--- src/rtl/core/lps_pkg.sv ---
// Package for the line point stepper: coordinate widths, the command code,
// and the types shared by the stepper modules. No dependencies.
`timescale 1ns / 1ps

package lps_pkg;

    localparam int COORD_BITS = 12;
    localparam int ERR_BITS   = COORD_BITS + 2;

    typedef logic        [COORD_BITS-1:0] coord_t;
    typedef logic signed [ERR_BITS-1:0]   err_t;

    typedef enum logic {
        FUNC_START = 1'b0,
        FUNC_STEP  = 1'b1
    } lps_func_t;

    // Complete line state held between transactions.
    typedef struct packed {
        coord_t major_pos;
        coord_t major_end;
        coord_t minor_pos;
        err_t   err_acc;
        coord_t delta_major;
        coord_t delta_minor;
        logic   steep;
        logic   major_down;
        logic   minor_down;
        logic   active;
    } lps_state_t;

    // One result transaction.
    typedef struct packed {
        coord_t point_x;
        coord_t point_y;
        logic   point_valid;
        logic   last;
    } lps_point_t;

    // Occupancy of the result buffer.
    typedef struct packed {
        logic out_valid;
        logic skid_valid;
    } lps_buf_status_t;

    function automatic coord_t abs_diff(input coord_t a, input coord_t b);
        return (a > b) ? (a - b) : (b - a);
    endfunction

    function automatic coord_t step_coord(input coord_t v, input logic down);
        return down ? (v - coord_t'(1)) : (v + coord_t'(1));
    endfunction

endpackage

--- src/rtl/core/lps_setup.sv ---
// Line setup logic: derives the axis swap, step directions, deltas and the
// initial error from a start command. Depends on lps_pkg.
`timescale 1ns / 1ps

module lps_setup
    import lps_pkg::*;
(
    input  coord_t     from_x,
    input  coord_t     from_y,
    input  coord_t     to_x,
    input  coord_t     to_y,
    output lps_state_t setup_state
);

    coord_t dx;
    coord_t dy;
    logic   steep;

    assign dx    = abs_diff(to_x, from_x);
    assign dy    = abs_diff(to_y, from_y);
    assign steep = dy > dx;

    always_comb
    begin
        setup_state.steep = steep;
        if (steep)
        begin
            setup_state.major_pos   = from_y;
            setup_state.major_end   = to_y;
            setup_state.minor_pos   = from_x;
            setup_state.delta_major = dy;
            setup_state.delta_minor = dx;
            setup_state.major_down  = from_y > to_y;
            setup_state.minor_down  = from_x > to_x;
        end
        else
        begin
            setup_state.major_pos   = from_x;
            setup_state.major_end   = to_x;
            setup_state.minor_pos   = from_y;
            setup_state.delta_major = dx;
            setup_state.delta_minor = dy;
            setup_state.major_down  = from_x > to_x;
            setup_state.minor_down  = from_y > to_y;
        end
        // The error starts at half the major delta.
        setup_state.err_acc = err_t'({2'b00, setup_state.delta_major} >> 1);
        setup_state.active  = setup_state.delta_major != '0;
    end

endmodule

--- config.mk ---
export PLATFORM = sky130hd
export DESIGN_NAME = lps_setup
export DESIGN_NICKNAME = d
export VERILOG_FILES = /design/src/rtl/core/lps_pkg.sv /design/src/rtl/core/lps_setup.sv
export SDC_FILE = /design/constraint.sdc
export NUM_CORES = 1
export LEC_CHECK = 0
export ABC_AREA = 1
export BUFFER_PORTS_ARGS = -buffer_cell sky130_fd_sc_hd__buf_4
export CORE_UTILIZATION = 56
export DETAILED_ROUTE_END_ITERATION = 7
export PLACE_DENSITY = 0.89
export SLEW_MARGIN = 15
export SYNTH_ARGS = -nofsm -noshare
export SYNTH_HDL_FRONTEND = slang
export SYNTH_SLANG_ARGS = --single-unit
--- constraint.sdc ---
create_clock -name vclk -period 3.55
set_clock_uncertainty 0.2 [all_clocks]
set_input_delay 0 -clock vclk [all_inputs]
set_output_delay 0 -clock vclk [all_outputs]
set_load 0.02 [all_outputs]
==> results of run 1 <==
## power breakdown
part / leakage [nW] / internal (mW) / switching [mW] / total, mW
clock network: 0 / 0 / 0 / 0
registers: 0 / 0 / 0 / 0
logic: 3.78 / 1.47 / 2.12 / 3.59
total: 3.78 / 1.47 / 2.12 / 3.59
## repair_timing
item | CTS | global route
pin swaps | 0 | 39
resized for setup | 1 | 114
endpoints found under the setup margin | 5 | 74
buffers inserted | 0 | 26
gates cloned | 1 | 2
## kinds of logic (layout without fill, tap and decap cells)
kind of cell,Yosys count,in the layout,share of synthesized area [%]
simple gates,493,493,49.3
buf+inv,201,366,19.3
compound gates,87,87,10.4
fa+ha+maj,64,64,18.6
xor+xnor,12,12,2.35
other cells,1,3,0.0838
## routing by layer
metal	up-vias	share of wire (%)
met1	2812	36
li1	2982	-
met4	0	7.3
met2	530	45
met3	123	12
met5	-	0
## area by class of cell
| type | count | area (um^2) | share of cell area [%] |
|---|---|---|---|
| Inverter | 167 | 637 | 9.85 |
| Multi-Input combinational cell | 659 | 4120 | 63.6 |
| Timing Repair Buffer | 199 | 1590 | 24.6 |
| Tap cell | 102 | 128 | 1.97 |
## stage by stage
| stage | TNS (ps) | worst slack (ps) | std cells | cell area (um^2) | power (mW) |
|---|---|---|---|---|---|
| 2_1_floorplan | 0 | 217 | 860 | 4480 | 1.89 |
| 3_3_place_gp | 0 | 0.975 | 1099 | 5700 | 3.03 |
| 3_5_place_dp | -182 | -75.9 | 1099 | 5700 | 3.05 |
| 4_1_cts | 0 | 4.75 | 1100 | 5740 | 3.12 |
| 5_1_grt | -16600 | -541 | 1127 | 6470 | 3.80 |
| 6_report | -11780 | -485 | 1127 | 6470 | 3.59 |
## cell usage in the layout, fill, tap and decap left out, types with 2 or more instances in the layout
| cell type | instances |
|---|---|
| nor2_4 | 3 |
| o21ai_2 | 2 |
| and2_4 | 5 |
| xor2_1 | 10 |
| nand2_1 | 305 |
| inv_2 | 17 |
| clkinv_2 | 2 |
| a21oi_1 | 21 |
| nand3_4 | 4 |
| buf_6 | 7 |
| o21bai_1 | 3 |
| o211ai_1 | 2 |
| nand2_2 | 35 |
| nand3_2 | 11 |
| nand2_4 | 3 |
| o21ai_1 | 5 |
| ha_1 | 33 |
| nor2_1 | 15 |
| a221oi_1 | 2 |
| o21ai_0 | 45 |
| inv_1 | 145 |
| ha_2 | 4 |
| conb_1 | 3 |
| ha_4 | 23 |
| buf_12 | 2 |
| a21oi_2 | 5 |
| and2_1 | 5 |
| buf_4 | 188 |
| nand3_1 | 76 |
| fa_2 | 3 |
| nand4_1 | 18 |
| nor2_2 | 8 |
## worst paths after layout
| check | startpoint | to | slack, ps | cells past startpoint |
|---|---|---|---|---|
| worst max-delay path | from_y[5] | setup_state[7] | -490 | 24 |
| worst min-delay path | from_x[11] | setup_state[77] | 140 | 4 |
==> reports/results.ini, run 1 <==
[worst_setup_path]
critPathMaxStageDelay_ps=440
crit_chain=buf_4 > inv_1 > ha_4 > nand2_1 > inv_2 > nand2_2 > nor2_4 > nand2_2 > nand3_4 > nand2_8 > buf_6 > buf_4 > nand2_1 > nand2_2 > ha_4 > nand2_1 > nand2_1 > nand2_1 > a21oi_2 > buf_4 > o21bai_4 > bufbuf_16 > o21ai_1 > buf_4
crit_top_cell=nand2_1
critPathCaptureType=primary output
worst-path-buf-inv=8
crit_family=buffers and inverters
required_ps=3350
startpoint_type=input pin
critPathMaxFanout=15
cpMaxStageDelayCell=o21ai_1
worstPathArrival_ps=3840
worstSetupPathType=input pin to primary output

[global_routing]
use_met3_pct=6.11
grt_pass1_vias=5461
grt.total_usage_pct=37.1
grt-ovfl-total=0
use_met1_pct=44.9
antenna_found_initial=0
met2_usage_pct=63.7
grt_max_degree=40
grt_pass1_wl_um=25200
grt.busiest_layer=met2

[yosys]
ys_types=39
yosysWarnings=0
synth_common_cells=325 x nand2_1, 152 x inv_1, 85 x nand3_1
synth.most_common_cell=nand2_1
synth_top_area_cell=nand2_1
synth_top_cell_area_share_pct=27.3
synth_area_um2=4470
yosysSeqAreaShare_pct=0
syn_avg_cell_area_um2=5.21
syn_inst=858
ys_top_cells_by_area=nand2_1 27%, ha_1 17%, inv_1 13%

[pwr]
power.leakage_nw=3.78
power_density_nw_per_um2=555
ir_drop_uv=573

[finish]
utilization_pct=83.7
seq_cells=0
drive_gt1_share_pct=32.4
regArea_um2=0
num-nets-final=1139
syn_to_final_growth_pct=44.6
clkbuf_count=0
fillers=521
antennaDiodeCount=0

[routing]
vias=6447
firstDrtPassIters=6
drc=0
wl_um=18800
viasPerCell=5.72
wl_per_cell_um=16.7
ant_nets=0
drt_iter0_markers=632

[cts]
cts_hold_buf=0

[sta]
hold_viol=0
fin_crit_ps=4040
clock.fmax_ghz=0.248
fin_ws_ps=-485
tightest_slew_ps=524
setup_viol=71
period_share_pct=114
rsz0062_at_grt=true
relSlewSlack_pct=64.8
holdWs_ps=139
maxSlewViolCount=0

[die]
io_pins=126
start_util_pct=57.9
die_h_um=91.4
row_count=32
die_area_um2=8350
core_um2=7730
die_w_um=91.4

[outcome]
violations=setup timing
outcome=complete, but fails checks

[flow_run]
drv_cap=0

[place]
io_buffers=123
place.gp.congestion=1.01
dp_hpwl_um=13400

[worst_hold_path]
hp-class=input pin to primary output

No activity file was read; power rests on OpenSTA's default activity.
==> inputs of run 2 (changes only) <==
--- a/config.mk
+++ b/config.mk
@@ -7,9 +7,11 @@
 export LEC_CHECK = 0
 export ABC_AREA = 1
 export BUFFER_PORTS_ARGS = -buffer_cell sky130_fd_sc_hd__buf_4
-export CORE_UTILIZATION = 56
+export CAP_MARGIN = 20
+export CORE_MARGIN = 1
+export CORE_UTILIZATION = 45
 export DETAILED_ROUTE_END_ITERATION = 7
-export PLACE_DENSITY = 0.89
+export PLACE_DENSITY = 0.75
 export SLEW_MARGIN = 15
 export SYNTH_ARGS = -nofsm -noshare
 export SYNTH_HDL_FRONTEND = slang
==> reports/results.ini, run 2 (same netlist as run 1, synthesis figures left out) <==
[global_routing]
grt.total_usage_pct=29.9  ; was 37.1%
grt_max_degree=43  ; was 40
grt-ovfl-total=0  ; unchanged
antenna_found_initial=0  ; unchanged
grt_pass1_wl_um=24500  ; was 25200 um
grt_pass1_vias=5105  ; was 5461

[sta]
rsz0062_at_grt=true  ; unchanged
clock.fmax_ghz=0.288  ; was 0.248 GHz
holdWs_ps=131  ; was 139 ps
period_share_pct=98.0  ; was 114%
setup_viol=0  ; was 71
fin_crit_ps=3480  ; was 4040 ps
hold_viol=0  ; unchanged
maxSlewViolCount=0  ; unchanged

[die]
core_um2=9680  ; was 7730 um^2
die_area_um2=10300  ; was 8350 um^2
io_pins=126  ; unchanged
die_w_um=102  ; was 91.4 um
die_h_um=102  ; was 91.4 um
start_util_pct=46.2  ; was 57.9%
row_count=36  ; was 32

[worst_hold_path]
hp-class=input pin to primary output  ; unchanged

[routing]
ant_nets=0  ; unchanged
firstDrtPassIters=6  ; unchanged
viasPerCell=5.03  ; was 5.72
wl_per_cell_um=14.2  ; was 16.7 um
vias=5877  ; was 6447
drt_iter0_markers=339  ; was 632
drc=0  ; unchanged
wl_um=16600  ; was 18800 um

[pwr]
p_comb_share_pct=100.0  ; about the same
switchingPower_mw=2.05  ; was 2.12 mW
total_power_mw=3.59  ; about the same
sw_frac_of_total_pct=57.1  ; was 59.0%
power_frac_seq_pct=0  ; about the same
clockPowerShare_pct=0  ; about the same
power.leakage_nw=3.86  ; was 3.78 nW
ir_drop_uv=416  ; was 573 uV
internal-power_mw=1.54  ; was 1.47 mW
power_density_nw_per_um2=543  ; was 555 nW/um^2

[place]
dp.cells=1151  ; was 1099
io_buffers=123  ; unchanged
dp_hpwl_um=13500  ; was 13400 um
place.gp.congestion=0.976  ; was 1.01

[finish]
layout_common_cells=307 x nand2_1, 194 x buf_4, 148 x inv_1, 68 x nand3_1, 41 x o21ai_0  ; was 305 x nand2_1, 188 x buf_4, 145 x inv_1, 76 x nand3_1, 45 x o21ai_0
antennaDiodeCount=0  ; unchanged
multi_input_area_um2=4130  ; was 4120 um^2
clkbuf_count=0  ; unchanged
stdcell_count=1168  ; was 1127
regArea_um2=0  ; unchanged
layout.cells.most_common=nand2_1  ; unchanged
seq_cells=0  ; unchanged
drive_gt1_share_pct=33.4  ; was 32.4%
fillers=910  ; was 521
syn_to_final_growth_pct=47.9  ; was 44.6%
num-nets-final=1149  ; was 1139

[worst_setup_path]
critPathCaptureType=primary output  ; unchanged
worstSetupPathType=input pin to primary output  ; unchanged
worstPathArrival_ps=3280  ; was 3840 ps
critPathMaxFanout=8  ; was 15
required_ps=3350  ; about the same
startpoint_type=input pin  ; unchanged

[flow_run]
drv_cap=0  ; unchanged

[outcome]
outcome=finished clean  ; was complete, but fails checks

run 2: changes by cell type in the layout (fill, tap and decap cells not counted), moves of 4 or more:
cell     change
o21ai_0      -4
ha_1         +7
ha_4         -4
nor2_1       -6
buf_4        +6
nand3_2      +9
o21ai_1      +4
nand3_1      -8
nor2_2       +5
run 2: metrics by stage:
step / area, um^2 / utilization [%] / TNS (ps) / worst slack, ps
global route: 6620 / 68.3 / -563 / -111
CTS: 5930 / 61.2 / 0 / 0.422
floorplan: 4480 / - / 0 / 217
global placement: 5900 / 60.9 / -9.95 / -9.95
finish: 6620 / 68.3 / 0 / 72.1
detailed placement: 5900 / 60.9 / -231 / -161
run 2: critical path: stages:
cell      delay, ps
buf_4           120
inv_1            60
ha_1            140
inv_1            80
fa_2            350
nand3_2          80
nand3_2          70
nand2_2         110
nand3_4         120
nand2_4         120
nand3_1         100
nand2_1          90
inv_1            60
ha_1            300
nand2_2         100
a21oi_1          60
nor2_2          170
nand2_4          90
o21bai_4        270
buf_12          190
nand3_2          80
nand2_2          80
nand3_2          80
nor2_2          120
nand2_1          60
buf_4           150
run 2: worst paths after layout:
path / from / endpoint / slack (ps) / cells past startpoint
setup / recovery: to_y[0] / setup_state[0] / 70 / 26
hold / removal: from_x[0] / setup_state[66] / 130 / 4
run 2: metal layers:
| layer | vias to the layer above | part of all wire (%) | routed length (um) | GRT usage (%) |
|---|---|---|---|---|
| met5 | - | 0 | 0 | 0 |
| met4 | 0 | 2.6 | 428 | 5.91 |
| met3 | 32 | 6.8 | 1130 | 2.14 |
| met2 | 266 | 46 | 7680 | 52.1 |
| met1 | 2584 | 44 | 7330 | 40.3 |
| li1 | 2995 | - | - | - |
run 2: final cells by class:
class	instances	share of cell area [%]
well taps	133	2.52
multi-input cells	660	62.4
inverters	167	9.59
repair buffers	208	25.5
run 2: repair_timing:
item	CTS	global route
setup endpoints to repair	17	63
resized for setup	8	115
buffers inserted	0	12
hold buffers	0	0
cloned	1	4
pin swaps	7	30
run 2: power by group through the flow:
stage | registers, mW | logic [mW] | clock network [mW]
2_1_floorplan | 0 | 1.89 | 0
3_5_place_dp | 0 | 3.09 | 0
6_report | 0 | 3.59 | 0
3_3_place_gp | 0 | 3.07 | 0
4_1_cts | 0 | 3.12 | 0
5_1_grt | 0 | 3.87 | 0
