`src/rtl/core/lps_pkg.sv`:
```
// Package for the line point stepper: coordinate widths, the command code,
// and the types shared by the stepper modules. No dependencies.
`timescale 1ns / 1ps

package lps_pkg;

    localparam int COORD_BITS = 12;
    localparam int ERR_BITS   = COORD_BITS + 2;

    typedef logic        [COORD_BITS-1:0] coord_t;
    typedef logic signed [ERR_BITS-1:0]   err_t;

    typedef enum logic {
        FUNC_START = 1'b0,
        FUNC_STEP  = 1'b1
    } lps_func_t;

    // Complete line state held between transactions.
    typedef struct packed {
        coord_t major_pos;
        coord_t major_end;
        coord_t minor_pos;
        err_t   err_acc;
        coord_t delta_major;
        coord_t delta_minor;
        logic   steep;
        logic   major_down;
        logic   minor_down;
        logic   active;
    } lps_state_t;

    // One result transaction.
    typedef struct packed {
        coord_t point_x;
        coord_t point_y;
        logic   point_valid;
        logic   last;
    } lps_point_t;

    // Occupancy of the result buffer.
    typedef struct packed {
        logic out_valid;
        logic skid_valid;
    } lps_buf_status_t;

    function automatic coord_t abs_diff(input coord_t a, input coord_t b);
        return (a > b) ? (a - b) : (b - a);
    endfunction

    function automatic coord_t step_coord(input coord_t v, input logic down);
        return down ? (v - coord_t'(1)) : (v + coord_t'(1));
    endfunction

endpackage

```
`src/rtl/core/lps_out_buf.sv`:
```
// Two-entry result buffer (output register plus skid register) so that the
// command side keeps a registered ready. Depends on lps_pkg.
`timescale 1ns / 1ps

module lps_out_buf
    import lps_pkg::*;
(
    input  logic            clk,
    input  logic            rst_n,
    input  logic            wr_en,
    input  lps_point_t      wr_data,
    output logic            wr_ready,
    output logic            rd_valid,
    input  logic            rd_ready,
    output lps_point_t      rd_data,
    output lps_buf_status_t status
);

    logic       out_valid_reg;
    logic       out_valid_next;
    logic       skid_valid_reg;
    logic       skid_valid_next;
    lps_point_t out_data_reg;
    lps_point_t out_data_next;
    lps_point_t skid_data_reg;
    lps_point_t skid_data_next;

    assign wr_ready = !skid_valid_reg;
    assign rd_valid = out_valid_reg;
    assign rd_data  = out_data_reg;
    assign status   = '{out_valid: out_valid_reg, skid_valid: skid_valid_reg};

    always_comb
    begin
        out_valid_next  = out_valid_reg;
        out_data_next   = out_data_reg;
        skid_valid_next = skid_valid_reg;
        skid_data_next  = skid_data_reg;
        if (!out_valid_reg || rd_ready)
        begin
            // The output register is free this cycle; the skid entry is older.
            out_valid_next  = skid_valid_reg || wr_en;
            out_data_next   = skid_valid_reg ? skid_data_reg : wr_data;
            skid_valid_next = 1'b0;
        end
        else if (wr_en)
        begin
            skid_valid_next = 1'b1;
            skid_data_next  = wr_data;
        end
    end

    always_ff @(posedge clk or negedge rst_n)
    begin
        if (!rst_n)
        begin
            out_valid_reg  <= 1'b0;
            skid_valid_reg <= 1'b0;
        end
        else
        begin
            out_valid_reg  <= out_valid_next;
            skid_valid_reg <= skid_valid_next;
        end
    end

    always_ff @(posedge clk)
    begin
        out_data_reg  <= out_data_next;
        skid_data_reg <= skid_data_next;
    end

endmodule

```
`config.mk`:
```
export PLATFORM = sky130hd
export DESIGN_NAME = lps_out_buf
export DESIGN_NICKNAME = d
export VERILOG_FILES = /design/src/rtl/core/lps_pkg.sv /design/src/rtl/core/lps_out_buf.sv
export SDC_FILE = /design/constraint.sdc
export NUM_CORES = 1
export LEC_CHECK = 0
export BUFFER_PORTS_ARGS = -buffer_cell sky130_fd_sc_hd__buf_2
export CAP_MARGIN = 20
export CELL_PAD_IN_SITES_DETAIL_PLACEMENT = 0
export CELL_PAD_IN_SITES_GLOBAL_PLACEMENT = 1
export CORE_MARGIN = 4
export CORE_UTILIZATION = 45
export CTS_CLUSTER_DIAMETER = 100
export DETAILED_ROUTE_END_ITERATION = 10
export HOLD_SLACK_MARGIN = 0.1
export PLACE_DENSITY = 0.88
export SLEW_MARGIN = 20
export SYNTH_ARGS = -nofsm -noshare
export SYNTH_HDL_FRONTEND = slang
export SYNTH_SLANG_ARGS = --single-unit
```
`constraint.sdc`:
```
create_clock -name clk -period 3.8 [get_ports clk]
set_input_delay 0.76 -clock clk [delete_from_list [all_inputs] [get_ports clk]]
set_output_delay 0.76 -clock clk [all_outputs]
set_load 0.02 [all_outputs]
```
==> results.cfg, run 1 <==
[routing]
wl_met1_mm = 1.201
ant_nets = 0
drt_iter0_drc = 59
avgViaCountPerCell = 4.737
met3WireLength_um = 264
drc = 0
route.met2.wl_mm = 1.825
firstDrtPassIters = 4
wl_per_cell_um = 15.82
wirelength_mm = 3.307
dr_total_vias = 990
dr.max_layer_used = met4

[sta]
skew_ns = 0.009413
hold_viol = 0
rsz0062_at_grt = false
timing.setup.tns_ns = 0
max_slew.worst_pin.slew_ns = 0.6530
finalSetupViolations = 0
finalCritPeriodShare_pct = 56.24
slew-limit-headroom_pct = 56.42
fmax_ghz = 0.4679
fin_crit_ns = 2.137
finalMaxSlewViolations = 0

[layout]
drive_gt1_share_pct = 59.87
final_area_um2 = 2466
final_cell_mix = 59 x buf_2, 52 x edfxtp_1, 18 x mux2_4, 8 x mux2_2, 5 x clkbuf_8
syn_to_final_growth_pct = 19.31
fin_nets = 186
final_common_cell = buf_2
fillers = 338
antennaDiodeCount = 0

[pwr]
powerDensity_nw_per_um2 = 467.9
power.internal_mw = 0.8935
p_comb_share_pct = 13.6
power.leakage_nw = 0.9928
pwr-share-clk_pct = 24.6
switchingPower_mw = 0.2604
vdd_drop_max_mv = 0.2472
pwr-share-seq_pct = 61.8
p_sw_share_pct = 22.57

[logic_synthesis]
synth_cells = 92
synth.avg_cell_area_um2 = 22.47
synthAdderAreaFrac_pct = 0
synth.distinct_cells = 11
syn_nets = 122
synth_compound_area_share_pct = 0
yosysSeqAreaShare_pct = 77.97
yosys.area_share.simple_pct = 1.029
synthMuxAreaShare_pct = 17.43
synth_top_family_by_area = multiplexers
yosysWarnings = 0
ys_ff_latch = 54
synth_xor_area_share_pct = 0
synth_area_um2 = 2067

[global_routing]
grt_max_degree = 30
antenna_found_initial = 0
track_usage_pct = 12.09
grt_pass1_wl_mm = 4.871
overflow = 0
grt_pass1_vias = 1039

[setup_path]
cp_num_buf_inv = 3
path_cells = buf_2 -> nand2b_1 -> buf_4 -> nor2_2 -> buf_4
ff2ff_setup_slack_ns = 1.94
crit_fanout = 29
cpPeakStageDelay_ns = 0.55
path_class = in -> reg
setup.worst_path.end_class = register
required_ns = 3.79
cp_slowest_cell = nor2_2
cp.arrival_ns = 2.13
cpMostUsedCell = buf_4
critPathTopFamily = simple AND/OR/NAND/NOR gates
crit_path_start_kind = primary input

[floorplanning]
die_width_um = 75.78
num_rows = 24
dieArea_um2 = 5742
core_um2 = 4414
start_util_pct = 46.83
ios = 60
die_h_um = 75.78

[run]
max-cap-violations = 0

[placement]
numPortBuffers = 59
post_dp_cell_area_um2 = 2386
dp_hpwl_mm = 2.439
gp_congestion = 0.6722

[clock_tree]
clock_latency_ns = 0.29
cts.repair.resized = 0
cts_hold_buf = 0
post_cts_buffers = 0
cts-root-buf = clkbuf_8
clkTransAtPathRegs_ns = 0.08
cts.htree.levels = 2
cts.sinks = 54
cts_buffer_depth = 2
cts_buffers = 5
tritoncts = built

[min_path]
min_path_type = in -> async

[run_status]
outcome = finished, final reports clean
worst paths after layout:
kind,start,end,cells after the start
worst min register to register,skid_data_reg[8]$_DFFE_PP_,rd_data[8]$_DFFE_PP_,1
max in group asynchronous,rst_n,skid_valid_reg$_DFFE_PN0P_,1
worst max register to register,rd_valid$_DFFE_PN0P_,skid_data_reg[15]$_DFFE_PP_,4
min in group clk,skid_data_reg[8]$_DFFE_PP_,rd_data[8]$_DFFE_PP_,1
worst max-delay path,rd_ready,skid_data_reg[15]$_DFFE_PP_,5
worst min-delay path,rst_n,rd_valid$_DFFE_PN0P_,1
layer usage:
layer  vias up  global-route usage [%]
li1        476                       -
met1       478                   12.97
met2        34                   21.10
met3         2                   5.013
met4         0                   4.660
met5         -                       0
cells by family after synthesis:
group | Yosys count
DFF | 54
and+or+nand+nor | 5
buffers and inverters | 7
muxes | 26
worst register-to-register path: stages, from the launching register on:
cell and delay (ns):
dfrtp_1 0.36, nand2b_1 0.06, buf_4 0.25, nor2_2 0.55, buf_4 0.34
stage by stage:
stage	std cells	util, %	worst slack (ns)	power (mW)	hold slack (ns)
2_1_floorplan	92	-	0.7126	0.8361	0.4644
3_3_place_gp	201	54.05	1.439	0.8811	0.5312
3_5_place_dp	201	54.05	1.334	0.8863	0.5350
4_1_cts	209	55.87	1.650	1.169	0.2330
5_1_grt	209	55.87	1.586	1.208	0.2283
6_report	209	55.87	1.663	1.154	0.2425
cells in the mapped netlist, drive strengths merged:
cell type,instances,area (µm²)
edfxtp,52,1562
mux2,26,360.4
buf,5,66.31
nor2,3,11.26
dfrtp,2,50.05
inv,2,7.510
nand2,1,3.750
nand2b,1,6.260
power by group through the flow:
stage / Clock, mW / Sequential (mW) / Combinational [mW]
3_5_place_dp: 0 / 0.726 / 0.160
3_3_place_gp: 0 / 0.726 / 0.156
4_1_cts: 0.296 / 0.713 / 0.160
5_1_grt: 0.322 / 0.717 / 0.169
2_1_floorplan: 0 / 0.764 / 0.0723
6_report: 0.284 / 0.713 / 0.157
area by class of cell:
| type | instances | area [µm²] | area share [%] |
|---|---|---|---|
| clock buffer | 5 | 68.82 | 2.790 |
| clock inverter | 3 | 11.26 | 0.4566 |
| inverter | 2 | 7.507 | 0.3044 |
| multi-input combinational | 31 | 384.1 | 15.58 |
| sequential | 54 | 1612 | 65.35 |
| tap | 52 | 65.06 | 2.638 |
| timing repair buffer | 62 | 317.8 | 12.89 |
Power figures use the tool's default switching activity.
==> run 2: changes to the inputs <==
- CORE_UTILIZATION: 45 -> 43
- PLACE_DENSITY: 0.88 -> 0.85
- clock period: 3.8 -> 2 ns (I/O delays scaled with it)
==> run 2 against run 1 <==
Non-clock buffer count up 2. Register-to-register slack worse by 1.3 ns. Sequential cell count unchanged. Clock-buffer cell count unchanged. Hold slack better by 0.047 ns. Via count up 2.9%. Sequential power up 89%. Combinational power up 97%. Wire length up 3.0%. Cell count up 0.96%. Clock power up 93%.
==> results.cfg, run 2 (synthesis results as in run 1) <==
[placement]
pre_cts_slack_ns = 0.4666
gp_congestion = 0.6802
numPortBuffers = 59
post_dp_cell_area_um2 = 2414
dp.cells = 202
dp_hpwl_mm = 2.471

[layout]
regArea_um2 = 1612
finalNonFillerCells = 211
fillers = 370
final_common_cell = buf_2
syn_to_final_growth_pct = 21.13
fin_nets = 188
postLayoutCoreUtil_pct = 55.58
final_area_um2 = 2504
multi_input_area_um2 = 391.6
final_cell_mix = 59 x buf_2, 52 x edfxtp_1, 18 x mux2_4, 8 x mux2_2, 5 x clkbuf_8
drive_gt1_share_pct = 60.38
antennaDiodeCount = 0

[setup_path]
reg2reg_from = skid_valid_reg$_DFFE_PN0P_
rr_worst_depth = 2
cpPeakStageDelay_ns = 0.36
path_cells = buf_4 -> inv_1 -> buf_2
ff2ff_setup_slack_ns = 0.69
path_class = reg -> out
cp.arrival_ns = 1.23
crit_fanout = 20
crit_path_start_kind = register
endpoint = wr_ready
crit_start = skid_valid_reg$_DFFE_PN0P_
cp_slowest_cell = dfrtp_1
setup.worst_path.end_class = output port
reg2reg_to = rd_data[3]$_DFFE_PP_
required_ns = 1.60

[routing]
avgViaCountPerCell = 4.829
wirelength_mm = 3.405
wl_per_cell_um = 16.14
drc = 0
firstDrtPassIters = 3
drt_iter0_drc = 61
dr_total_vias = 1019
ant_nets = 0

[clock_tree]
cts.sinks = 54
post_cts_buffers = 0
cts_buffer_depth = 2
cts_hold_buf = 1
cts_buffers = 5
clock_latency_ns = 0.29
cts-root-buf = clkbuf_8
cts.htree.levels = 2
tritoncts = built
clkTransAtPathRegs_ns = 0.09
cts.repair.resized = 0

[sta]
finalSetupViolations = 0
skew_ns = 0.004543
hold_viol = 0
rsz0062_at_grt = false
finalMaxSlewViolations = 0
max_slew.worst_pin.slew_ns = 0.3659
fin_crit_ns = 1.628
finalCritPeriodShare_pct = 81.41
slew-limit-headroom_pct = 75.61
whs_ns = 0.2893
setup_ws_ns = 0.3719
timing.setup.tns_ns = 0
fmax_ghz = 0.6142

[global_routing]
grt_pass1_vias = 1097
use_met2_pct = 20.73
grt_use_met1_pct = 14.59
overflow = 0
gr-max-usage-layer = met2
track_usage_pct = 12.35
met3_usage_pct = 2.662
grt_max_degree = 29
grt_pass1_wl_mm = 5.706
antenna_found_initial = 0

[floorplanning]
ios = 60
start_util_pct = 45.89
die_h_um = 77.33
dieArea_um2 = 5980
core_um2 = 4504
num_rows = 24
die_width_um = 77.33

[pwr]
powerDensity_nw_per_um2 = 882.9
p_sw_share_pct = 22.89
pwr-share-clk_pct = 24.7
pwr-share-seq_pct = 61.2
power.internal_mw = 1.704
power.leakage_nw = 1.006
vdd_drop_max_mv = 0.3117
power_mw = 2.210
switchingPower_mw = 0.5059
p_comb_share_pct = 14.0

[run]
max-cap-violations = 0

[run_status]
outcome = finished, final reports clean

[min_path]
min_path_type = in -> reg
run 2: cell types whose count changed in the layout (fill, tap and decap cells not counted), sizes merged:
cell | before | now
dlygate4sd3 | 0 | 1
buf | 62 | 63
run 2: cell type report:
type / count / area share [%]
Multi-Input combinational cell: 31 / 15.64
Clock buffer: 5 / 2.749
Clock inverter: 3 / 0.4498
Timing Repair Buffer: 64 / 13.89
Sequential cell: 54 / 64.37
Tap cell: 52 / 2.599
Inverter: 2 / 0.2999
run 2: how the worst min path moves through the flow:
stage | start | end | slack (ns) | cells past startpoint
after detailed placement | rst_n | rd_valid$_DFFE_PN0P_ | 0.19 | 1
after CTS | wr_data[4] | skid_data_reg[4]$_DFFE_PP_ | 0.27 | 1
after global placement | rst_n | rd_valid$_DFFE_PN0P_ | 0.19 | 1
final | wr_data[3] | skid_data_reg[3]$_DFFE_PP_ | 0.29 | 1
after global routing | wr_data[4] | skid_data_reg[4]$_DFFE_PP_ | 0.27 | 1
after floorplan | rst_n | rd_valid$_DFFE_PN0P_ | 0.10 | 0
run 2: metal layers:
metal,up-vias,wire length (µm)
met3,8,175
met1,498,1371
li1,479,-
met4,0,90
met2,34,1767
met5,-,0
run 2: power by group through the flow:
stage	logic, mW	clock network (mW)	registers, mW
4_1_cts	0.317	0.572	1.36
3_3_place_gp	0.307	0	1.38
2_1_floorplan	0.140	0	1.45
5_1_grt	0.332	0.612	1.36
6_report	0.310	0.547	1.35
3_5_place_dp	0.314	0	1.38
run 2: critical path, delay by kind of cell (launching register included):
| family | cells | cell delay (ns) |
|---|---|---|
| buffers and inverters | 3 | 0.57 |
| DFF | 1 | 0.36 |
