--- src/rtl/core/lps_pkg.sv ---
// Package for the line point stepper: coordinate widths, the command code,
// and the types shared by the stepper modules. No dependencies.
`timescale 1ns / 1ps

package lps_pkg;

    localparam int COORD_BITS = 12;
    localparam int ERR_BITS   = COORD_BITS + 2;

    typedef logic        [COORD_BITS-1:0] coord_t;
    typedef logic signed [ERR_BITS-1:0]   err_t;

    typedef enum logic {
        FUNC_START = 1'b0,
        FUNC_STEP  = 1'b1
    } lps_func_t;

    // Complete line state held between transactions.
    typedef struct packed {
        coord_t major_pos;
        coord_t major_end;
        coord_t minor_pos;
        err_t   err_acc;
        coord_t delta_major;
        coord_t delta_minor;
        logic   steep;
        logic   major_down;
        logic   minor_down;
        logic   active;
    } lps_state_t;

    // One result transaction.
    typedef struct packed {
        coord_t point_x;
        coord_t point_y;
        logic   point_valid;
        logic   last;
    } lps_point_t;

    // Occupancy of the result buffer.
    typedef struct packed {
        logic out_valid;
        logic skid_valid;
    } lps_buf_status_t;

    function automatic coord_t abs_diff(input coord_t a, input coord_t b);
        return (a > b) ? (a - b) : (b - a);
    endfunction

    function automatic coord_t step_coord(input coord_t v, input logic down);
        return down ? (v - coord_t'(1)) : (v + coord_t'(1));
    endfunction

endpackage

--- src/rtl/core/lps_step.sv ---
// Single Bresenham step: emits the current point and advances the line
// state by one position on the major axis. Depends on lps_pkg.
`timescale 1ns / 1ps

module lps_step
    import lps_pkg::*;
(
    input  lps_state_t cur_state,
    output lps_state_t step_state,
    output lps_point_t step_point
);

    err_t   err_dec;
    coord_t major_adv;

    assign err_dec   = cur_state.err_acc - err_t'({2'b00, cur_state.delta_minor});
    assign major_adv = step_coord(cur_state.major_pos, cur_state.major_down);

    always_comb
    begin
        step_state = cur_state;
        step_point = '0;
        if (cur_state.active)
        begin
            step_point.point_x     = cur_state.steep ? cur_state.minor_pos : cur_state.major_pos;
            step_point.point_y     = cur_state.steep ? cur_state.major_pos : cur_state.minor_pos;
            step_point.point_valid = 1'b1;

            if (err_dec < 0)
            begin
                step_state.minor_pos = step_coord(cur_state.minor_pos, cur_state.minor_down);
                step_state.err_acc   = err_dec + err_t'({2'b00, cur_state.delta_major});
            end
            else
            begin
                step_state.err_acc = err_dec;
            end

            step_state.major_pos = major_adv;
            if (major_adv == cur_state.major_end)
            begin
                step_point.last   = 1'b1;
                step_state.active = 1'b0;
            end
        end
    end

endmodule

--- config.mk ---
export PLATFORM = sky130hd
export DESIGN_NAME = lps_step
export DESIGN_NICKNAME = d
export VERILOG_FILES = /design/src/rtl/core/lps_pkg.sv /design/src/rtl/core/lps_step.sv
export SDC_FILE = /design/constraint.sdc
export NUM_CORES = 1
export LEC_CHECK = 0
export ABC_AREA = 1
export BUFFER_PORTS_ARGS = -buffer_cell sky130_fd_sc_hd__buf_2
export CAP_MARGIN = 20
export CORE_MARGIN = 4
export CORE_UTILIZATION = 54
export DETAILED_ROUTE_END_ITERATION = 16
export PLACE_DENSITY = 0.91
export SETUP_SLACK_MARGIN = 0.02
export SLEW_MARGIN = 15
export SYNTH_ARGS = -nofsm -noshare
export SYNTH_HDL_FRONTEND = slang
export SYNTH_SLANG_ARGS = --single-unit
--- constraint.sdc ---
create_clock -name vclk -period 7.3
set_input_delay 0.365 -clock vclk [all_inputs]
set_output_delay 0.365 -clock vclk [all_outputs]
set_load 0.02 [all_outputs]
==> results of run 1 <==
[routing by layer]
| metal | vias to the layer above | GRT usage [%] | share of wire [%] |
|---|---|---|---|
| met5 | - | 0 | 0 |
| met2 | 207 | 51.7 | 49 |
| met4 | 0 | 6.35 | 2.3 |
| met1 | 2203 | 31.9 | 41 |
| li1 | 2620 | - | - |
| met3 | 20 | 3.46 | 8.0 |
[cell type report]
type               count  area share [%]
repair buffers       182            19.9
inverters             95            7.84
multi-input cells    588            69.7
well taps             96            2.62
[kinds of logic (layout without fill, tap and decap cells)]
kind of cell,after synthesis,after routing,synth area share [%]
XOR/XNOR,31,31,6.90
AND/OR/NAND/NOR,391,391,41.5
buffers and inverters,152,277,18.9
adder cells (fa/ha/maj),49,49,16.3
AO/OA/AOI/OAI,117,117,16.4
[worst max-delay path, cell delays in order]
cell and delay, ns:
sky130_fd_sc_hd__buf_2 0.10, sky130_fd_sc_hd__ha_1 0.21, sky130_fd_sc_hd__fa_1 0.40, sky130_fd_sc_hd__nand3b_1 0.17, sky130_fd_sc_hd__nand2_1 0.15, sky130_fd_sc_hd__nand3_1 0.09
sky130_fd_sc_hd__nand3_1 0.11, sky130_fd_sc_hd__nand2_1 0.08, sky130_fd_sc_hd__nand3_1 0.07, sky130_fd_sc_hd__nand2_1 0.10, sky130_fd_sc_hd__ha_1 0.33, sky130_fd_sc_hd__a21o_1 0.17
sky130_fd_sc_hd__a31oi_1 0.14, sky130_fd_sc_hd__nand2_1 0.10, sky130_fd_sc_hd__nand2_1 0.07, sky130_fd_sc_hd__inv_1 0.05, sky130_fd_sc_hd__o21ai_0 0.19, sky130_fd_sc_hd__nand2_1 0.07
sky130_fd_sc_hd__o21ai_1 0.16, sky130_fd_sc_hd__buf_2 0.23
[final timing paths]
path        endpoint
min   step_state[10]
max   step_state[41]
[power by group]
group	switching [W]	internal, W
logic	0.000339	0.000188
registers	0	0
clock network	0	0
[cell usage in the layout (no fill, tap or decap), types with 5 or more instances in the layout]
cell	instances
sky130_fd_sc_hd__ha_1	45
sky130_fd_sc_hd__nand4_1	11
sky130_fd_sc_hd__inv_1	93
sky130_fd_sc_hd__nor2_1	91
sky130_fd_sc_hd__o21ai_0	39
sky130_fd_sc_hd__buf_2	182
sky130_fd_sc_hd__nand3_1	64
sky130_fd_sc_hd__nand3b_1	5
sky130_fd_sc_hd__a31oi_1	11
sky130_fd_sc_hd__xor2_1	23
sky130_fd_sc_hd__o21ai_1	14
sky130_fd_sc_hd__a21o_1	5
sky130_fd_sc_hd__a21oi_1	35
sky130_fd_sc_hd__nand2_2	5
sky130_fd_sc_hd__nand2_1	209
sky130_fd_sc_hd__xnor2_1	8
[through the flow]
stage	instances	util (%)	total power, W
CTS	961	66.0	0.000525
floorplan	740	-	0.000395
global placement	961	66.0	0.000515
global route	961	66.0	0.000590
finish	961	66.0	0.000527
detailed placement	961	66.0	0.000522
==> impl.org, run 1 <==
** Synthesis
- The cell count after synthesis came out at 740.
- After synthesis, the cell types taking the most area are sky130_fd_sc_hd__nand2_1, sky130_fd_sc_hd__ha_1, sky130_fd_sc_hd__inv_1.
- Averaged over all synthesized cells, the footprint is 5.32 sq um.
- After synthesis, the largest area contributor takes up approximately 20% of total cell area.
- Cell variety after synth :: 33
- The commonest cells after synthesis are sky130_fd_sc_hd__nand2_1, sky130_fd_sc_hd__inv_1, sky130_fd_sc_hd__nor2_1.
- Seq/Total Area, Yosys :: 0%
- Yosys instantiated no cell more often than sky130_fd_sc_hd__nand2_1.
- Syn nets :: a little under 900
- Cell area after synthesis :: 0.00394 sq mm
- Post-synth top area cell :: sky130_fd_sc_hd__nand2_1
- The Yosys step of the flow raised 0 warnings.

** Finish
- Area grow syn2layout :: 16.5%
- Sequential standard cell area :: 0 sq um
- Fraction of final layout cells sized beyond drive strength 1 :: 22.7%
- Layout Nets :: between 900 and 1,000
- The number of antenna diodes in the final layout is 0.
- In the finished layout, the clock tree contains a buffer count of 0.
- Sequential cells :: 0
- The filler cells instantiated in the layout total 690.
- The multi-input combinational cells in the finished layout cover a total of between 0.003 and 0.004 sq mm.
- Final cell area excluding filler cells :: about 0.0046 sq mm

** Worst setup path
- By startpoint and endpoint, the worst setup path is classified as in2out.
- STA classifies the critical path startpoint as a primary input.
- Data on the critical path is required at its endpoint by 6.93 ns.
- Along the worst path, the maximum fanout reaches 4.
- Crit path DAT :: between 3 and 4 ns
- Crit path from :: cur_state[4]
- STA classifies the critical path endpoint as an output pin.

** STA
- The max-slew violation total from the final report is 0.
- Setup slack closes at about 3.6 ns.
- The total count of hold-check failures in the final report is 0.
- The worst pin sits at a relative slew slack of between 30% and 40%.
- Worst hold-check slack :: 0.962 ns
- Final Critical Period :: 3.70 ns
- For this run, the top clock speed supported by timing is 270 MHz.
- RSZ-0062 raised after global routing :: false
- Worst-Margin Slew :: slightly below 1 ns
- Setup violations remaining at the end of the flow were counted as 0.
- Total negative slack for setup checks :: 0 ns
- Final cycle utilization of the critical path :: between 50% and 60%

** Routing
- Final wirelength :: about 12,000 um
- Via count :: 5,050
- Dividing the detail-routed wire length by the instance count gives about 13 um.
- In this run the remaining antenna-violating nets after routing total 0.
- Before antenna repair, the detailed router went through 5 iterations.
- Vias per cell :: 5.25
- The detailed router finished its first iteration with 161 violations.
- For this run, design rule violations remaining after detail routing come to 0.

** Floorplan
- Die X :: a little over 90 um
- approximately 180 I/O pins were placed.
- The floorplan step defined a die boundary enclosing between 0.008 and 0.009 sq mm.
- Row Count :: 30
- The floorplan step set the die height to between 90 and 100 um.
- Effective utilization at floorplan :: a little under three fifths
- The region available for standard cell placement spans just under 0.007 sq mm.

** GRT
- Entering global routing, the biggest net connects slightly above 60 pins.
- Remaining Overflow, GRT :: 0
- Initial antenna violation count :: 0
- The via count of the first global-routing pass came to around 4,600.
- Global routing used between 20% and 30% of the available tracks.
- The first global-routing pass estimated 19,900 um of wire.

** Clock network
- Post-CTS timing repair inserted 0 buffers for setup.
- After clock tree synthesis, the repair step resized 0 gates.
- CTS Hold Bufs :: 0

** Worst hold path
- Classification of the worst-slack hold path :: in2out
- Hold path startpoint :: cur_state[10]
- Cell depth of the worst min-delay path :: 2

** Placement
- Buffers placed on the I/O ports in this run total roughly 180.
- The congestion estimate from routability-driven global placement came to 0.926.
- HPWL after detailed placement :: 10,400 um
- Summing all placed instances gives a cell area of roughly 0.0046 sq mm.
- Post-place setup slack :: approximately 3.6 ns

** Pwr
- Leakage Power :: 2.85 nW
- The worst-case IR drop observed on VDD is 70.7 uV.
- PD cells :: around 120 mW/mm^2

** Flow run
- Max-cap violations in this run came to 0.

** Run status
- The run finished with clean final reports.
Power figures use the tool's default switching activity.
==> run 2, diff against run 1 <==
- CORE_UTILIZATION: 54 -> 45
- PLACE_DENSITY: 0.91 -> 0.81
- clock period: 7.3 -> 3.4 ns (I/O delays scaled with it)
==> impl.org, run 2 (synthesis results as in run 1) <==
** Worst setup path
- The class of the most critical setup path was in2out (unchanged).
- Largest delay share family, worst path :: compound AO/OA/AOI/OAI gates (was simple AND/OR/NAND/NOR gates)
- Crit path DAT :: 2.91 ns (was 3.33 ns)
- Maximum fanout along the worst path :: 5 (was 4)
- Crit path from :: cur_state[8] (was cur_state[4])
- The cell at the slowest stage of the critical path is sky130_fd_sc_hd__ha_1 (was sky130_fd_sc_hd__fa_1).
- Sum of buffers and inverters on the critical path :: 4 (was 3)
- Endpoint kind of the worst setup timing path :: output pin (unchanged)
- The kind of start point of the critical path was a primary input (unchanged).
- Cell chain of the critical path: buf_2 > inv_1 > ha_1 > a21oi_1 > nand2_4 > a21oi_1 > nand2_1 > nand2_1 > inv_1 > ha_1 > a21oi_1 > nor2_1 > a211oi_1 > o21ai_1 > nand3_1 > nand3_1 > nand2_1 > buf_2 (was buf_2 > ha_1 > fa_1 > nand3b_1 > nand2_1 > nand3_1 > nand3_1 > nand2_1 > nand3_1 > nand2_1 > ha_1 > a21o_1 > a31oi_1 > nand2_1 > nand2_1 > inv_1 > o21ai_0 > nand2_1 > o21ai_1 > buf_2).
- Worst EP required :: 3.23 ns (was 6.93 ns)
- Largest stage delay on the critical path :: 0.35 ns (was 0.40 ns)

** Worst hold path
- Worst hold endpoint :: step_state[11] (was step_state[10])
- Cell depth of the worst min-delay path :: 2 (unchanged)
- Hold path startpoint :: cur_state[11] (was cur_state[10])
- The class of the tightest hold or removal check was in2out (unchanged).

** Pwr
- The leakage power summed over all cells was 2.86 nW (was 2.85 nW).
- Peak supply drop :: 130 uV (was 70.7 uV)
- Pwr Total :: 0.00115 W (was 0.000527 W)
- PD cells :: 248 mW/mm^2 (was 115 mW/mm^2)

** Finish
- Most common cell after layout, fill and taps aside :: sky130_fd_sc_hd__nand2_1 (unchanged)
- The layout overhead on the synthesized area is 17.6% (was 16.5%).
- Layout Nets :: 996 (was 994)
- The sequential cell count of the final layout was 0 (unchanged).
- Ant. Diodes :: 0 (unchanged)
- The footprint of the flip-flops and latches was 0 sq um (unchanged).
- The layout cell share with drive strength beyond 1 is 23.2% (was 22.7%).
- The layout filler cell count came to 940 (was 690).
- Clock buffer count :: 0 (unchanged)
- Multi-input gate area in the final layout :: 0.00321 sq mm (was 0.00319 sq mm)
- Leading cell types in the layout, fill and taps excluded :: sky130_fd_sc_hd__nand2_1, sky130_fd_sc_hd__buf_2, sky130_fd_sc_hd__inv_1 (unchanged)

** GRT
- Via count of the first global-routing pass :: 4,512 (was 4,643)
- Initial antenna violation count :: 0 (unchanged)
- Remaining Overflow, GRT :: 0 (unchanged)
- The first-pass GRT wire length came to 19,900 um (about the same).
- The maximum number of pins on one net before global-route repair came to 39 (was 61).
- Overall track demand over capacity in global routing :: 23.0% (was 27.2%)

** STA
- The worst slew slack as a fraction of its limit is 48.9% (was 34.4%).
- The total count of hold-check failures in the final report was 0 (unchanged).
- The max-slew violation total from the final report came to 0 (unchanged).
- The pin slew with the least headroom to its limit was 0.765 ns (was 0.985 ns).
- The clock period could shrink to slightly above 3 ns.
- The final total negative setup slack was 0 ns (unchanged).
- Final cycle utilization of the critical path :: 90.6%
- RSZ-0062 raised after global routing: false (unchanged).
- Achievable frequency :: approximately 320 MHz
- The final number of setup-violating endpoints was 0 (unchanged).

** Floorplan
- Effective utilization at floorplan :: 47.2% (was 56.7%)
- The die height is 102 um (was 93.4 um).
- The number of ports placed on the die boundary is 182 (unchanged).
- Die footprint :: 0.0103 sq mm (was 0.00872 sq mm)
- Die X :: 102 um (was 93.4 um)
- Row Count :: 33 (was 30)
- The placeable core area came to 0.00834 sq mm (was 0.00694 sq mm).

** Placement
- HPWL after detailed placement :: 10,600 um (was 10,400 um)
- Number of buffer cells added on primary ports :: 182 (unchanged)
- The global placement routability congestion is 0.962 (was 0.926).

** Routing
- Vias per cell :: 5.12 (was 5.25)
- The via count came to 4,978 (was 5,050).
- Number of nets still failing antenna checks after routing :: 0 (unchanged)
- Pre-antenna DRT Iters :: 4 (was 5)
- The initial detailed-routing violation count is 127 (was 161).
- Residual DRC :: 0 (unchanged)
- The wire length per cell came to 12.9 um (about the same).
- Final wirelength :: 12,500 um (was 12,400 um)

** Flow run
- The count of max-cap constraint violations is 0 (unchanged).

** Clock network
- CTS Hold Bufs :: 0 (unchanged)

** Run status
- Run status: finished clean (unchanged).
-- run 2: changes by cell type in the layout (fill, tap and decap cells not counted) --
cell                      change
sky130_fd_sc_hd__nand2_2      +1
sky130_fd_sc_hd__buf_4        +3
sky130_fd_sc_hd__o21ai_1      +1
sky130_fd_sc_hd__ha_4         +1
sky130_fd_sc_hd__fa_1         -1
sky130_fd_sc_hd__o21ai_0      -1
sky130_fd_sc_hd__buf_2        -1
sky130_fd_sc_hd__fa_2         +1
sky130_fd_sc_hd__ha_1         -1
sky130_fd_sc_hd__nand2_1      -1
-- run 2: repair_timing --
item / in CTS / in global routing
gates resized for setup: 0 / 6
setup endpoints to repair: 0 / 3
setup buffers: 0 / 1
-- run 2: area by class of cell --
type / count / share of cell area [%]
Multi-Input combinational cell: 588 / 69.4
Timing Repair Buffer: 184 / 20.1
Inverter: 95 / 7.76
Tap cell: 105 / 2.84
-- run 2: power by group --
part	switching [W]	internal (W)	total, W
logic	0.000733	0.000415	0.00115
clock network	0	0	0
registers	0	0	0
total	0.000733	0.000415	0.00115
-- run 2: worst max-delay path by stage --
stage	end	slack, ns	cells past startpoint
2_1_floorplan	step_state[40]	0.65	19
3_3_place_gp	step_state[41]	0.29	20
3_5_place_dp	step_state[40]	0.23	21
4_1_cts	step_state[40]	0.23	21
5_1_grt	step_state[40]	0.04	20
6_report	step_state[40]	0.32	18
-- run 2: stage by stage --
step	utilization, %	worst slack [ns]	instances	hold slack, ns	cell area, sq um
5_1_grt	55.5	0.0372	972	0.579	4630
3_3_place_gp	55.2	0.290	971	0.574	4600
3_5_place_dp	55.2	0.234	971	0.575	4600
4_1_cts	55.2	0.234	971	0.574	4600
2_1_floorplan	-	0.645	740	0.453	3940
6_report	55.5	0.321	972	0.571	4630
-- run 2: routing by layer --
layer | part of all wire [%] | track usage, % | vias up
met5 | 0 | 0 | -
met4 | 0.98 | 2.66 | 0
met3 | 7.6 | 2.82 | 8
met2 | 49 | 43.8 | 160
met1 | 42 | 28.1 | 2185
li1 | - | - | 2625
